### src/rtl/rsdn_divider.sv
// Bit-serial restoring divider: quotient of num by den, one quotient bit per cycle.
`timescale 1ns / 1ps
`default_nettype none
module rsdn_divider #(
	parameter int NUM_W = 48,
	parameter int DEN_W = 40
) (
	input  wire logic             clk,
	input  wire logic             arst_n,
	input  wire logic             start,
	input  wire logic [NUM_W-1:0] num,
	input  wire logic [DEN_W-1:0] den,
	output logic                  done,
	output logic [NUM_W-1:0]      quot
);
	localparam int CW = $clog2(NUM_W + 1);
	logic [DEN_W:0]   rem_q;
	logic [NUM_W-1:0] sh_q;
	logic [DEN_W-1:0] den_q;
	logic [CW-1:0]    cnt_q;
	logic             busy_q;
	logic [DEN_W:0]   trial;
	logic [DEN_W+1:0] diff;

	assign trial = {rem_q[DEN_W-1:0], sh_q[NUM_W-1]};
	assign diff  = {1'b0, trial} - {2'b0, den_q};

	always_ff @(posedge clk or negedge arst_n) begin
		if (!arst_n) begin
			busy_q <= 1'b0;
			done   <= 1'b0;
			cnt_q  <= '0;
		end else begin
			done <= 1'b0;
			if (start) begin
				busy_q <= 1'b1;
				cnt_q  <= CW'(NUM_W);
			end else if (busy_q) begin
				cnt_q <= cnt_q - 1'b1;
				if (cnt_q == CW'(1)) begin
					busy_q <= 1'b0;
					done   <= 1'b1;
				end
			end
		end
	end

	always_ff @(posedge clk) begin
		if (start) begin
			rem_q <= '0;
			sh_q  <= num;
			den_q <= den;
		end else if (busy_q) begin
			if (!diff[DEN_W+1]) begin
				rem_q <= diff[DEN_W:0];
				sh_q  <= {sh_q[NUM_W-2:0], 1'b1};
			end else begin
				rem_q <= trial;
				sh_q  <= {sh_q[NUM_W-2:0], 1'b0};
			end
		end
	end
	assign quot = sh_q;
endmodule
`default_nettype wire

### config.mk
export PLATFORM = sky130hd
export DESIGN_NAME = rsdn_divider
export DESIGN_NICKNAME = d
export VERILOG_FILES = /design/src/rtl/rsdn_divider.sv
export SDC_FILE = /design/constraint.sdc
export NUM_CORES = 1
export LEC_CHECK = 0
export ABC_CLOCK_PERIOD_IN_PS = 2800
export BUFFER_PORTS_ARGS = -buffer_cell sky130_fd_sc_hd__clkbuf_2
export CORE_MARGIN = 10
export CORE_UTILIZATION = 27
export CTS_CLUSTER_DIAMETER = 100
export CTS_CLUSTER_SIZE = 20
export DETAILED_ROUTE_END_ITERATION = 7
export REMOVE_ABC_BUFFERS = 1
export SYNTH_ARGS = -nofsm -noshare
export SYNTH_HDL_FRONTEND = slang
export SYNTH_SLANG_ARGS = --single-unit
export TNS_END_PERCENT = 100
### constraint.sdc
create_clock -name clk -period 2.8 [get_ports clk]
set_clock_uncertainty 0.2 [all_clocks]
set_input_delay 0.28 -clock clk [delete_from_list [all_inputs] [get_ports clk]]
set_output_delay 0.28 -clock clk [all_outputs]
set_load 0.005 [all_outputs]
**Word level (Yosys, flattened, before mapping)**

Index checks and enable logic that the tools add are counted.

- Reduce and logical (&&, ||, !) cells: 1
- Divide/modulo/power cells: 0
- $add $sub $neg: 2
- Muxes and demuxes: 12
- Bitwise logic cells: 0
- Equal/unequal tests: 1
- Order comparisons: 0
- Shift operators: 0
- Multiply operators: 0

Operators by type and width:

| operator | number |
|---|---|
| two-way mux 48 bit | 2 |
| subtractor 41 x 40 -> 42 bit | 1 |
| two-way mux 40 bit | 1 |
| two-way mux 6 bit | 2 |
| two-way mux 1 bit | 7 |
| == test 6 x 1 -> 1 bit, second input constant | 1 |
| subtractor 6 x 1 -> 6 bit, second input constant | 1 |
| nonzero test 2 bit | 1 |

- Bits of input ports: 91
- Memories kept: 0
- Latch bits: 0
- Register bits: 136
- Bits in writable memories: 0
- Bits in read-only memories: 0

**Longest topological paths before layout**

- Depth after elaboration: 4
- Gate-level depth with buffers: 13

**Worst setup path before layout**

Ideal clock, no wire load.

- Kind: register to register
- From: register sh_q[47] (netlist: quot[47])
- To: register rem_q[26]
- Cell stages (with the launch flop): 12
- Buffers on the path: 0
- Arrival: 2.800 ns
- Setup slack: -0.291 ns
- Path through: edfxtp_1 > inv_1 > ha_1 > fa_1 > nor2b_1 > o2111ai_1 > a2111oi_0 > o31ai_1 > o21ai_0 > xor2_1 > nand2_1 > a311oi_1

- Cells in the longest elaborated chain, start to end: 2

RTL lines:

| element | line | source |
|---|---|---|
| start, declared | 18 | `logic [NUM_W-1:0] sh_q;` |
| start signal, assigned | 51 | `sh_q <= num;` |
| start signal, assigned | 56 | `sh_q <= {sh_q[NUM_W-2:0], 1'b1};` |
| start signal, assigned | 59 | `sh_q <= {sh_q[NUM_W-2:0], 1'b0};` |
| subtractor 41 x 40 -> 42 bit | 26 | `assign diff = {1'b0, trial} - {2'b0, den_q};` |
| two-way mux 40 bit | 54 | `if (!diff[DEN_W+1]) begin` |
| end signal, assigned | 55 | `rem_q <= diff[DEN_W:0];` |
| end signal, assigned | 58 | `rem_q <= trial;` |
| end, declared | 17 | `logic [DEN_W:0] rem_q;` |

No other way between the ends.
A chain may end at the register's enable or synchronous reset.

**Worst setup path in the final report**

- From: register den_q[1]
- To: register rem_q[8]

- Cells in the longest elaborated chain, start to end: 2

RTL lines:

| element | line | source |
|---|---|---|
| start, declared | 19 | `logic [DEN_W-1:0] den_q;` |
| start signal, assigned | 52 | `den_q <= den;` |
| subtractor 41 x 40 -> 42 bit | 26 |  |
| two-way mux 40 bit | 54 |  |

No other way between the ends.

==> key figures <==
CTS
  • Clock Sink Count: 136
  • Reg clk slew, reported paths: 0.06 ns
  • Num CTS Buffers: 17
  • CTS max path bufs: 2
  • Clk_lat worst skew: 0.43 ns
  • Max H-tree Level: 4
  • CTS tree: yes
  • CTS Root Cell: clkbuf_16

Pwr
  • Comb power frac: 36.8%
  • Clock network fraction of design power: 32.1%
  • Power per cell area: 660 mW/mm2
  • Overall power: 8280 uW
  • Pleak: 0.00544 uW
  • Switching part of the total: 30.6%
  • Worst vdd ir: 417 uV
  • Sequential share of power: 31.1%
  • Pint: 5750 uW
  • Sw Pwr: 2530 uW

Final layout
  • Layout cells sized above 1: 42.4%
  • Reg area: 0.00364 mm2
  • Fillers: 2,740
  • Antenna fix cells: 0
  • Final core utilization: 43.7%
  • Fin nets: 1,292
  • Multi-input gate area: 0.00446 mm2
  • Layout area overhead: 59.9%

Die
  • Placeable Area: 0.0287 mm2
  • I/O pin cnt: 140
  • Die height: 190 um
  • DIE WIDTH: 190 um
  • Row count: 62
  • Initial Utilization: 27.3%
  • Die area: 0.0362 mm2

Worst setup path
  • Data required, critical path: 2.94 ns
  • Reg-to-reg startpoint: den_q[1]$_DFFE_PP_
  • WS Path Type: reg2reg
  • Critical Path Start: den_q[1]$_DFFE_PP_
  • Worst path arrival time: 3.09 ns
  • Critical path fanouts, max: 3
  • Critical Path Start Type: register
  • CP Capture Type: register

Timing
  • Shortest period the worst path allows: 2.95 ns
  • Period utilisation layout: 105%
  • WHS: 0.0343 ns
  • # setup viols final: 39
  • Rel. slew slack: 48.8%
  • Slew @ Worst Pin: 0.769 ns
  • Unrepaired setup endpoints after global routing: yes
  • FMAX: 0.339 GHz
  • Max-slew violation count: 0
  • Hold violation count in the final report: 0
  • Final WS setup: -0.154 ns

Place
  • Gpl congestion: 0.836
  • HPWL Detailed: 16,300 um
  • Setup WS pre-CTS: -0.386 ns
  • Port Buffer Count: 139

Synth
  • Netlist cell types: 66
  • Synthesized flop and latch total: 136
  • Register area share after synthesis: 46.5%
  • Post-synthesis async set-or-reset flop share: 5.88%
  • Synth top area share: 33.7%
  • Synthesized area: 0.00784 mm2
  • Top cell type by total area after synthesis: edfxtp_1
  • Cells after Synth: 776
  • Warnings, synthesis: 0
  • Post-synth EDFFs: 88
  • Largest cells by area after synthesis: edfxtp_1 34%, dfxtp_1 10%, mux2_2 6.8%
  • Syn_area_per_cell: 10.1 um2
  • Primary FF master, synth: edfxtp_1

Route
  • Routed len/inst: 15.3 um
  • Post-DR vias/cell: 4.68
  • Via Count: 7,277
  • Final wirelength: 23,800 um
  • Antenna-violating nets left: 0
  • DR pass1 iterations: 5
  • Drt initial violations: 350
  • Drt drc: 0

Global routing
  • First-pass GRT wire length: 38,900 um
  • Vias in the first global route: 7,699
  • Initial antenna violation count: 0
  • Total GRT Usage: 13.1%
  • Total congestion overflow: 0
  • Largest net degree at the start of global routing: 60

Hold path
  • HP Class: in2async

Run status
  • Status: finished, violations left
  • Failing checks: negative setup slack

Flow run
  • Max-cap violations: 0
per-layer routing:
layer  vias up  share of wire (%)  track usage, %
li1       3626                  -               -
met1      3472                 46            16.4
met2       166                 47            21.6
met3        13                6.0            3.73
met4         0               0.94            3.36
met5         -                  0               0
state kept, by name, summed over array words and instances, names as in the netlist:
register	flops
rem_q	40
done	1
den_q	40
quot	48
busy_q	1
cnt_q	6
per-stage QoR:
| stage | TNS (ns) | instance area [um2] | cells |
|---|---|---|---|
| after floorplan | -44.52 | 7680 | 739 |
| after global placement | -9.81 | 10000 | 1411 |
| after detailed placement | -10.47 | 10000 | 1411 |
| after CTS | -1.89 | 12200 | 1546 |
| after global routing | -8.93 | 12500 | 1555 |
| final | -3.17 | 12500 | 1555 |
layout by cell type, fill, tap and decap left out, types with 10 or more instances in the layout:
| cell type | n |
|---|---|
| a21o_1 | 22 |
| a21oi_1 | 30 |
| a21oi_2 | 10 |
| a311oi_2 | 16 |
| buf_4 | 149 |
| buf_6 | 13 |
| clkbuf_16 | 17 |
| clkbuf_2 | 138 |
| dfxtp_1 | 40 |
| dlygate4sd3_1 | 89 |
| edfxtp_1 | 88 |
| ha_1 | 33 |
| inv_1 | 45 |
| mux2_2 | 47 |
| nand2_1 | 57 |
| nand2_2 | 10 |
| nand2b_1 | 17 |
| nand3_1 | 10 |
| nor2_1 | 61 |
| o21a_1 | 15 |
| o21ai_0 | 13 |
| o21ai_1 | 14 |
| xnor2_1 | 13 |
| xor2_1 | 18 |
power by group through the flow:
stage | Combinational (uW) | Clock [uW] | Sequential [uW]
after floorplan | 1260 | 0 | 2580
after global placement | 2340 | 0 | 2590
after detailed placement | 2360 | 0 | 2590
after CTS | 2870 | 2700 | 2570
after global routing | 3320 | 2780 | 2610
final | 3050 | 2650 | 2570
cell type report:
class	count	area share [%]
multi-input combinational	552	35.6
tap	384	3.83
sequential	136	29.1
timing repair buffer	400	24.5
clock buffer	19	3.53
clock inverter	13	1.92
inverter	51	1.53
critical path, cell delays in order (launching register included):
cell      delay [ns]
edfxtp_1        0.37
inv_1           0.06
ha_1            0.27
nand2b_1        0.09
a21o_1          0.25
a211oi_2        0.26
o211ai_1        0.12
buf_4           0.16
a21oi_4         0.16
buf_6           0.12
nor2_4          0.04
buf_6           0.13
or3_4           0.38
a311oi_1        0.25
cell families after synthesis:
logic type	Yosys count	share of synthesized area, %
adder cells (fa/ha/maj)	43	6.96
multiplexers	49	7.01
AO/OA/AOI/OAI	196	17.2
flip-flops	136	46.5
buffers and inverters	88	4.49
AND/OR/NAND/NOR	233	14.4
XOR/XNOR	31	3.46
synth_stat cells, types with 17 or more instances:
master    instances
a21o_1           22
nand2_1          75
nor2_1           61
dfxtp_1          40
o21ai_0          28
nand2b_1         17
clkbuf_1         26
a311oi_1         23
a21oi_1          42
inv_1            51
mux2_2           47
xor2_1           18
edfxtp_1         88
ha_1             42
worst paths after layout:
check	slack, ns	to	cells after the start
max in group asynchronous	2.16	busy_q$_DFF_PN0_	2
min reg2reg	0.33	cnt_q[5]$_DFFE_PN0P_	2
max	-0.15	rem_q[8]$_SDFFE_PP0P_	13
min in group clk	0.21	cnt_q[0]$_DFFE_PN0P_	2
min	0.03	cnt_q[2]$_DFFE_PN0P_	2
max reg2reg	-0.15	rem_q[8]$_SDFFE_PP0P_	13
what timing repair did:
action	in CTS	in global routing
gates resized for setup	108	48
hold buffers	89	0
setup buffers	14	9
hold endpoints to repair	96	0
gates cloned	2	0
pin swaps	76	46
setup endpoints to repair	41	41
Power figures use the tool's default switching activity.
