File: config.mk
export PLATFORM = sky130hd
export DESIGN_NAME = rsdn_sqrt
export DESIGN_NICKNAME = d
export VERILOG_FILES = /design/src/rtl/rsdn_sqrt.sv
export SDC_FILE = /design/constraint.sdc
export NUM_CORES = 1
export LEC_CHECK = 0
export ABC_AREA = 1
export BUFFER_PORTS_ARGS = -buffer_cell sky130_fd_sc_hd__buf_2
export CAP_MARGIN = 20
export CELL_PAD_IN_SITES_DETAIL_PLACEMENT = 1
export CELL_PAD_IN_SITES_GLOBAL_PLACEMENT = 2
export CORE_ASPECT_RATIO = 1.25
export CORE_UTILIZATION = 36
export DETAILED_ROUTE_END_ITERATION = 7
export PLACE_DENSITY_LB_ADDON = 0.1
export SLEW_MARGIN = 20
export SYNTH_ARGS = -nofsm -noshare
export SYNTH_HDL_FRONTEND = slang
export SYNTH_SLANG_ARGS = --single-unit
File: constraint.sdc
create_clock -name clk -period 5.17 [get_ports clk]
set_clock_uncertainty 0.05 [all_clocks]
set_input_delay 1.034 -clock clk [delete_from_list [all_inputs] [get_ports clk]]
set_output_delay 1.034 -clock clk [all_outputs]
set_load 0.02 [all_outputs]
File: src/rtl/rsdn_sqrt.sv
// Digit-serial integer square root: one result bit (two radicand bits) per cycle.
`timescale 1ns / 1ps
`default_nettype none
module rsdn_sqrt #(
	parameter int RAD_W = 40
) (
	input  wire logic               clk,
	input  wire logic               arst_n,
	input  wire logic               start,
	input  wire logic [RAD_W-1:0]   rad,
	output logic                    done,
	output logic [RAD_W/2-1:0]      root
);
	localparam int RW = RAD_W / 2;
	localparam int CW = $clog2(RW + 1);
	logic [RAD_W-1:0] x_q;
	logic [RW+1:0]    rem_q;
	logic [RW-1:0]    res_q;
	logic [CW-1:0]    cnt_q;
	logic             busy_q;
	logic [RW+1:0]    trial;
	logic [RW+1:0]    tst;

	assign trial = {rem_q[RW-1:0], x_q[RAD_W-1:RAD_W-2]};
	assign tst   = {res_q, 2'b01};

	always_ff @(posedge clk or negedge arst_n) begin
		if (!arst_n) begin
			busy_q <= 1'b0;
			done   <= 1'b0;
			cnt_q  <= '0;
		end else begin
			done <= 1'b0;
			if (start) begin
				busy_q <= 1'b1;
				cnt_q  <= CW'(RW);
			end else if (busy_q) begin
				cnt_q <= cnt_q - 1'b1;
				if (cnt_q == CW'(1)) begin
					busy_q <= 1'b0;
					done   <= 1'b1;
				end
			end
		end
	end

	always_ff @(posedge clk) begin
		if (start) begin
			x_q   <= rad;
			rem_q <= '0;
			res_q <= '0;
		end else if (busy_q) begin
			x_q <= {x_q[RAD_W-3:0], 2'b00};
			if (trial >= tst) begin
				rem_q <= trial - tst;
				res_q <= {res_q[RW-2:0], 1'b1};
			end else begin
				rem_q <= trial;
				res_q <= {res_q[RW-2:0], 1'b0};
			end
		end
	end
	assign root = res_q;
endmodule
`default_nettype wire

After elaboration in Yosys (flattened, before gate mapping):

Index checks and enable logic that the tools add are counted.

* add/sub/neg operators: 2
* magnitude comparators: 1
* eq/ne operators: 1
* mux-type cells: 12
* reduce and logical (&&, ||, !) cells: 1

Operators by type and width (number)
* 40-bit two-way mux: 2
* 22-bit greater-or-equal comparator: 1
* 20-bit two-way mux: 1
* 20-bit subtractor: 1
* 5-bit two-way mux: 2
* 1-bit two-way mux: 7
* 5-bit by 1-bit == test with 1-bit output, second input constant: 1
* 5-bit by 1-bit subtractor with 5-bit output, second input constant: 1
* 2-bit nonzero test: 1

* register bits: 87
* input port bits: 43
* output and inout bits: 21

Depth between registers and ports, before layout:

Gate-level depths: netlist of the first run.

* depth after elaboration: 4
* depth in mapped cells: 16

Worst setup path before layout of the first run:

No wires, ideal clock.

* path type: input to register
* from: in start
* to: reg x_q[0], enable pin
* library setup time: 0.420 ns
* arrival: 2.740 ns
* required time: 4.700 ns
* setup slack: 1.959 ns
* cell stages on the path: 4
* cell sequence: buf_2 > nor2_2 > clkinv_1 > buf_1

* word-level cells in the longest chain between the ends: 1

RTL lines
* start: declaration: RTL line 9 `input wire logic start,`
* 2-bit nonzero test (no line)
* end signal: assignment: RTL line 49 `x_q <= rad;`
* end signal: assignment: RTL line 53 `x_q <= {x_q[RAD_W-3:0], 2'b00};`
* end: declaration: RTL line 16 `logic [RAD_W-1:0] x_q;`

No other way between the ends.
A chain may end at the register's enable or synchronous reset.

==> reports/qor.txt, run 1 <==
LAYOUT
---------------------------------------------------------------------------------
Area grow syn2layout                                                       16.14%
Share of cells above drive strength 1                                      13.98%
Post-Layout Inst Area                                                    5618 µm²
Total area of multi-input combinational cells                            2252 µm²
Net total in the final layout                                                 770
Antenna cell count                                                              0
Number of fill cells in the layout                                           1677
Area taken by flip-flops and latches                                     2177 µm²

PLACEMENT
---------------------------------------------------------------------------------
Number of buffers added on ports                                               63
Routability congestion estimate                                            0.7748
Placed cell area                                                         5309 µm²
DP HPWL                                                                  10.21 mm

HOLD PATH
---------------------------------------------------------------------------------
Type of the worst min-delay path                                          reg2reg
Hold Path Depth                                                                 1

FLOORPLANNING
---------------------------------------------------------------------------------
Boundary pin count                                                             64
Core Region                                                             13170 µm²
Placement Rows                                                                 47
Die area                                                                13910 µm²
Starting density of the core                                               36.72%
Die height                                                               131.6 µm
X dimension of the die                                                   105.7 µm

SYNTHESIS
---------------------------------------------------------------------------------
Synthesized net count                                                         714
Syn Inst Count                                                                647
Most frequent cells after synthesis                                  nand2_1 (257), inv_1 (77), nand3_1 (55)
Dominant register cell in the synthesized netlist                        edfxtp_1
Synth area leaders                                                   edfxtp_1 (25%), nand2_1 (20%), dfxtp_1 (17%)
Number of enable flip-flop cells after synthesis                               40
Synthesis-stage register bit count                                             87
Area share of the largest cell type after synthesis                        24.83%
Avg Cell Area, Syn                                                      7.476 µm²
Sequential area share after synthesis                                      45.01%
Count of different cell masters after synthesis                                33
Fraction of registers with async set or reset after synthesis              8.046%
Yosys top cell by area                                                   edfxtp_1
Post-Synthesis Cell Area                                                 4837 µm²
Total of warnings raised by yosys                                               0
Most repeated cell in the gate-level netlist after synthesis              nand2_1

ROUTE
---------------------------------------------------------------------------------
Total number of vias                                                         4254
Vias/cell                                                                   4.840
Average wire per standard cell                                           15.09 µm
Antenna Violating Nets Remaining                                                0
First-pass iteration count of the detailed router                               4
Remaining design rule violation count                                           0
DRT iter0 DRCs                                                                106
Detailed Route WL                                                        13.26 mm

CLOCK TREE
---------------------------------------------------------------------------------
Buffer type at the clock tree root                                      clkbuf_16
Htree depth                                                                     3
Maximum clock path buffer count                                                 2
TritonCTS Buffers                                                               9
Clock Sink Count                                                               87
Quantity of gates resized following cts                                         0
Count of hold-fix buffers inserted at cts                                       0
Post-CTS Setup Repair Bufs                                                      0
TritonCTS clock tree                                                         done
Register clock-pin slew on the reported worst setup and hold paths          60 ps
Worst-Skew Late Latency                                                    340 ps

GRT
---------------------------------------------------------------------------------
Number of global-route vias before repair                                    4408
Overflow after GRT                                                              0
Wire length of the first global-routing pass                             21.74 mm
Total GRT Usage                                                            20.04%
Number of antenna violations at the first check in global routing               0
Pin count of the biggest net entering global routing                           52

POWER AND IR DROP
---------------------------------------------------------------------------------
Design Power                                                             3.086 mW
Power per cell area                                                  549.3 nW/µm²
Worst IR Drop VDD                                                       0.1790 mV
Leak pwr                                                                 2.853 nW

CRITICAL PATH
---------------------------------------------------------------------------------
Crit path capture type                                                   register
Required time of the critical path                                        5290 ps
Type of element launching the critical path                            input port
Data arrival, critical path                                               3290 ps
R2R cell count                                                                 13
Largest fanout of any net on the critical path                                 51
Type of the worst setup path                                               in2reg

STA
---------------------------------------------------------------------------------
Fin. Hold Viols                                                                 0
Post-Route Setup TNS                                                         0 ps
Measured slew at the worst slew-check pin                                 1051 ps
Count of pins over their slew limit                                             0
Setup repair after global routing missed its margin                         false
Final-report setup violation count                                              0
Min cycle time layout                                                     3174 ps
Share of the clock period used by the worst path                           61.40%
Headroom to the max-slew limit                                             29.86%
Achievable clock frequency                                              315.0 MHz

FLOW RUN
---------------------------------------------------------------------------------
Max capacitance violation total                                                 0

RUN STATUS
---------------------------------------------------------------------------------
Result of the run                                                       completed

worst max-delay path: stages:
cell and delay, ps:
buf_2 610, nor2_2 340, inv_2 850, buf_4 330
o22ai_1 110
placed cells by master (no fill, tap or decap), drive strengths merged, types with 2 or more instances in the layout:
cell type / n
nor3: 5
o21bai: 3
dfrtp: 7
nor2: 33
xor2: 7
ha: 24
o22ai: 20
o21ai: 11
xnor2: 3
bufinv: 2
buf: 66
inv: 82
nand4: 10
a21oi: 17
dfxtp: 40
nand2: 265
clkbuf: 13
nand3: 56
edfxtp: 40
layout make-up:
| type | instances | share of cell area [%] |
|---|---|---|
| Tap cell | 171 | 3.808 |
| Multi-Input combinational cell | 457 | 40.09 |
| Clock inverter | 3 | 1.225 |
| Timing Repair Buffer | 66 | 6.370 |
| Clock buffer | 13 | 4.276 |
| Sequential cell | 87 | 38.75 |
| Inverter | 82 | 5.479 |
routing by layer:
metal,GRT usage [%],vias up,routed length [µm],share of wire (%)
met4,7.330,0,368,2.8
li1,-,2179,-,-
met3,3.869,19,312,2.4
met2,35.37,63,6691,50
met1,23.88,1993,5891,44
met5,0,-,0,0
report_power, final:
part | total [mW] | leakage (nW) | switching, mW | internal [mW]
registers | 0.890 | 0.850 | 0.0631 | 0.827
clock network | 0.691 | 0.148 | 0.265 | 0.426
logic | 1.50 | 1.86 | 1.01 | 0.497
total | 3.09 | 2.85 | 1.34 | 1.75
kinds of logic (layout without fill, tap and decap cells):
group,after synthesis,after routing,synth area share [%]
and+or+nand+nor,371,371,32.44
buffers and inverters,103,164,8.432
AOI/OAI and AO/OA,52,52,6.104
xor gates and xnor gates,10,10,1.811
adders and majority gates,24,24,6.208
DFF,87,87,45.01
registers in the layout (all words and copies together) (netlist names):
name / count
busy_q: 1
cnt_q: 5
done: 1
rem_q: 20
root: 20
x_q: 40
per-stage QoR:
stage	util, %	worst slack [ps]	cells	hold WS [ps]
after floorplan	-	1959	647	398.3
final	42.65	1996	879	444.2
after detailed placement	40.30	1570	863	444.3
after CTS	42.65	1918	879	456.6
after global placement	40.09	1699	862	434.2
after global routing	42.65	1698	879	468.6
path summary, 6_finish.rpt:
kind | start | end | slack, ps
worst min-delay path | cnt_q[4] | cnt_q[4] | 440
worst max register to register | root[13] | rem_q[13] | 2270
worst max-delay path | start | root[6] | 2000
max in group asynchronous | arst_n | busy_q | 4420
min in group asynchronous | arst_n | cnt_q[4] | 480
worst min register to register | cnt_q[4] | cnt_q[4] | 440
Power figures use the tool's default switching activity.
==> inputs of run 2 (changes only) <==
Settings changed: ABC_AREA 1 to 0, CORE_UTILIZATION 36 to 38.
Clock period 5.17 ns to 3 ns, I/O delays scaled along.
==> run 2 against run 1 <==
Compared with the run above:
- non-clock buffer count up 4
- sequential share of layout area up 1.6 points
- final area down 4.0%
- wire length down 21%
- total power up 52%
- first-iteration DRC count up 13%
- die area down 9.0%
- sequential cell count unchanged
- critical path type is now reg2reg
- largest power group unchanged
- highest routed layer unchanged
==> reports/qor.txt, run 2 <==
STA
-------------------------------------------------------------------------------------
Share of the clock period used by the worst path                               89.82%
Setup repair after global routing missed its margin                             false
Achievable clock frequency                                                  371.1 MHz
Headroom to the max-slew limit                                                 45.89%   +16 points
Count of pins over their slew limit                                                 0   unchanged
Min cycle time layout                                                         2695 ps
Fin. Hold Viols                                                                     0   unchanged
Final-report setup violation count                                                  0   unchanged
Post-Route Setup TNS                                                             0 ps   unchanged
Final critical-path setup slack                                              305.4 ps   -1690 ps
Measured slew at the worst slew-check pin                                    810.0 ps   -240.7 ps

CLOCK TREE
-------------------------------------------------------------------------------------
TritonCTS Buffers                                                                   9   unchanged
Post-CTS Setup Repair Bufs                                                          0   unchanged
Maximum clock path buffer count                                                     2   unchanged
Buffer type at the clock tree root                                          clkbuf_16
TritonCTS clock tree                                                             done
Htree depth                                                                         3   unchanged
Clock Sink Count                                                                   87   unchanged
Count of hold-fix buffers inserted at cts                                           0   unchanged
Worst-Skew Late Latency                                                        340 ps   about the same
Register clock-pin slew on the reported worst setup and hold paths              70 ps   about the same
Quantity of gates resized following cts                                             0   unchanged

SYNTHESIS
-------------------------------------------------------------------------------------
Sequential area share after synthesis                                          46.91%   +1.9 points
Synth area leaders                                                       edfxtp_1 (26%), dfxtp_1 (17%), mux2_2 (9.2%)
Syn Inst Count                                                                    425   -34%
Avg Cell Area, Syn                                                          10.92 µm²   +46%
Dominant register cell in the synthesized netlist                            edfxtp_1
Count of different cell masters after synthesis                                    59   +79%
Total of warnings raised by yosys                                                   0   unchanged
Yosys top cell by area                                                       edfxtp_1
Fraction of registers with async set or reset after synthesis                  8.046%   unchanged
Area share of the largest cell type after synthesis                            25.88%   +1.1 points
Number of enable flip-flop cells after synthesis                                   40   unchanged
Synthesized net count                                                             492   -31%
Most frequent cells after synthesis                                      dfxtp_1 (40), edfxtp_1 (40), mux2_2 (38)
Post-Synthesis Cell Area                                                     4641 µm²   -4.1%
Synthesis-stage register bit count                                                 87   unchanged

POWER AND IR DROP
-------------------------------------------------------------------------------------
Power per cell area                                                      872.3 nW/µm²   +59%
Design Power                                                                 4.704 mW   +52%
Clock network fraction of total power                                           24.6%   +2.2 points
Net Sw Frac                                                                    36.74%   -6.6 points
Leak pwr                                                                     2.345 nW   -18%
Part of the power in registers                                                  32.7%   +3.9 points
Switching Power                                                              1.728 mW   +29%
Cell Int Power                                                               2.976 mW   +70%
Relative contribution of combinational cells to total power                     42.7%   -6.1 points
Worst IR Drop VDD                                                           0.3818 mV   +110%

LAYOUT
-------------------------------------------------------------------------------------
Number of flip-flops in the largest register                                       40   unchanged
Leading cell types in the layout, fill and taps excluded                 buf_2 (63), dfxtp_1 (40), edfxtp_1 (40)
Area taken by flip-flops and latches                                         2177 µm²   unchanged
Core utilization of the finished layout                                        45.77%   +3.1 points
Area grow syn2layout                                                           16.20%   about the same
Post-Layout Inst Area                                                        5393 µm²   -4.0%
Net total in the final layout                                                     551   -28%
Number of fill cells in the layout                                               1324   -21%
Share of cells above drive strength 1                                          27.61%   +14 points
Total area of multi-input combinational cells                                2248 µm²   -0.17%
Most frequent standard cell in the layout excluding fill and tap cells          buf_2
Register bank with the most flops                                                 x_q
Antenna cell count                                                                  0   unchanged

CRITICAL PATH
-------------------------------------------------------------------------------------
Required time of the critical path                                            3180 ps   -2110 ps
Data arrival, critical path                                                   2870 ps   -420 ps
Sequence of cells on the critical path                                   inv_1 > ha_1 > nor2b_1 > o31a_2 > o41ai_1 > o21ai_0 > a31oi_1 > xor2_1 > o21ai_1
Type of the worst setup path                                                  reg2reg
Slowest cell on crit path                                                     o41ai_1
Slowest stage delay, CP                                                        540 ps   -310 ps
Crit path capture type                                                       register
Largest fanout of any net on the critical path                                      5   -90%
Type of element launching the critical path                                  register

ROUTE
-------------------------------------------------------------------------------------
Antenna Violating Nets Remaining                                                    0   unchanged
First-pass iteration count of the detailed router                                   4   unchanged
Vias/cell                                                                       5.243   +8.3%
Remaining design rule violation count                                               0   unchanged
Average wire per standard cell                                               16.14 µm   +7.0%
Detailed Route WL                                                            10.49 mm   -21%
DRT iter0 DRCs                                                                    120   +13%
Total number of vias                                                             3408   -20%

FLOORPLANNING
-------------------------------------------------------------------------------------
Core Region                                                                 11780 µm²   -11%
Die area                                                                    12660 µm²   -9.0%
X dimension of the die                                                       100.8 µm   -4.6%
Die height                                                                   125.6 µm   -4.6%
Boundary pin count                                                                 64   unchanged
Starting density of the core                                                   39.39%   +2.7 points
Placement Rows                                                                     44   -6.4%

GRT
-------------------------------------------------------------------------------------
Pin count of the biggest net entering global routing                               51   -1.9%
Wire length of the first global-routing pass                                 17.57 mm   -19%
GR peak layer                                                                    met2
Total GRT Usage                                                                17.86%   -2.2 points
Overflow after GRT                                                                  0   unchanged
GRT met2 Usage                                                                 31.14%   -4.2 points
Number of antenna violations at the first check in global routing                   0   unchanged
Met1 GRT Util                                                                  21.16%   -2.7 points
Met3 Use GR                                                                    3.633%   -0.24 points
Number of global-route vias before repair                                        3580   -19%

HOLD PATH
-------------------------------------------------------------------------------------
Type of the worst min-delay path                                             in2async

PLACEMENT
-------------------------------------------------------------------------------------
Post-placement worst setup slack                                             361.5 ps   -1209 ps
Number of buffers added on ports                                                   63   unchanged
Routability congestion estimate                                                0.7535   -2.7%
Placed cell area                                                             5089 µm²   -4.1%
DP HPWL                                                                      7.379 mm   -28%

FLOW RUN
-------------------------------------------------------------------------------------
Max capacitance violation total                                                     0   unchanged

RUN STATUS
-------------------------------------------------------------------------------------
Result of the run                                                           completed

==> run 2: changes by cell type after synthesis, sizes merged, moves of 19 or more <==
cell / previous run / this run
nand2: 265 / 21
inv: 81 / 25
mux2: 0 / 38
nand3: 56 / 20
mux2i: 0 / 23
o22ai: 20 / 1
==> run 2: kinds of logic (layout without fill, tap and decap cells) <==
logic type	count (synthesis)	after routing	share of synthesized area, %
AO/OA/AOI/OAI	77	77	12.11
XOR/XNOR	19	19	3.586
adder cells (fa/ha/maj)	24	24	6.471
buffers and inverters	47	111	4.637
flip-flops	87	87	46.91
multiplexers	61	61	14.18
AND/OR/NAND/NOR	110	110	12.11
==> run 2: critical path: cells and delay by family (launching register included) <==
kind	cells	cell delay [ps]
adder cells (fa/ha/maj)	1	350
XOR/XNOR	1	170
flip-flops	1	360
AND/OR/NAND/NOR	1	170
AO/OA/AOI/OAI	5	1410
buffers and inverters	1	70
==> run 2: metrics by stage <==
stage | cells | hold slack, ps
6_report | 650 | 42.65
5_1_grt | 650 | 40.52
4_1_cts | 650 | 31.17
3_5_place_dp | 634 | 404.8
3_3_place_gp | 634 | 399.5
2_1_floorplan | 425 | 254.4
==> run 2: area by class of cell <==
class	count	area share [%]
repair buffers	70	6.821
well taps	161	3.735
flip-flops and latches	87	40.37
clock buffers	9	4.176
multi-input cells	291	41.69
inverters	25	1.740
clock inverters	7	1.462
==> run 2: worst paths after layout <==
path	end	from	cells past startpoint	slack, ps
max in group asynchronous	busy_q	arst_n	1	2680
hold / removal	cnt_q[2]	arst_n	1	40
setup reg to reg	rem_q[16]	root[0]	9	310
hold reg to reg	rem_q[2]	rem_q[2]	2	440
min in group clk	rem_q[2]	rem_q[2]	2	440
setup / recovery	rem_q[16]	root[0]	9	310
==> run 2: routing by layer <==
metal	up-vias	wire [µm]	part of all wire, %
li1	1666	-	-
met4	0	204	1.9
met5	-	0	0
met3	16	368	3.5
met2	56	5252	50
met1	1670	4666	44
==> run 2: power groups by stage <==
| stage | Sequential (mW) | Combinational, mW | Clock, mW |
|---|---|---|---|
| 5_1_grt | 1.56 | 2.21 | 1.23 |
| 3_3_place_gp | 1.56 | 1.98 | 0 |
| 2_1_floorplan | 1.54 | 1.69 | 0 |
| 6_report | 1.54 | 2.01 | 1.16 |
| 3_5_place_dp | 1.56 | 2.01 | 0 |
| 4_1_cts | 1.54 | 2.02 | 1.19 |
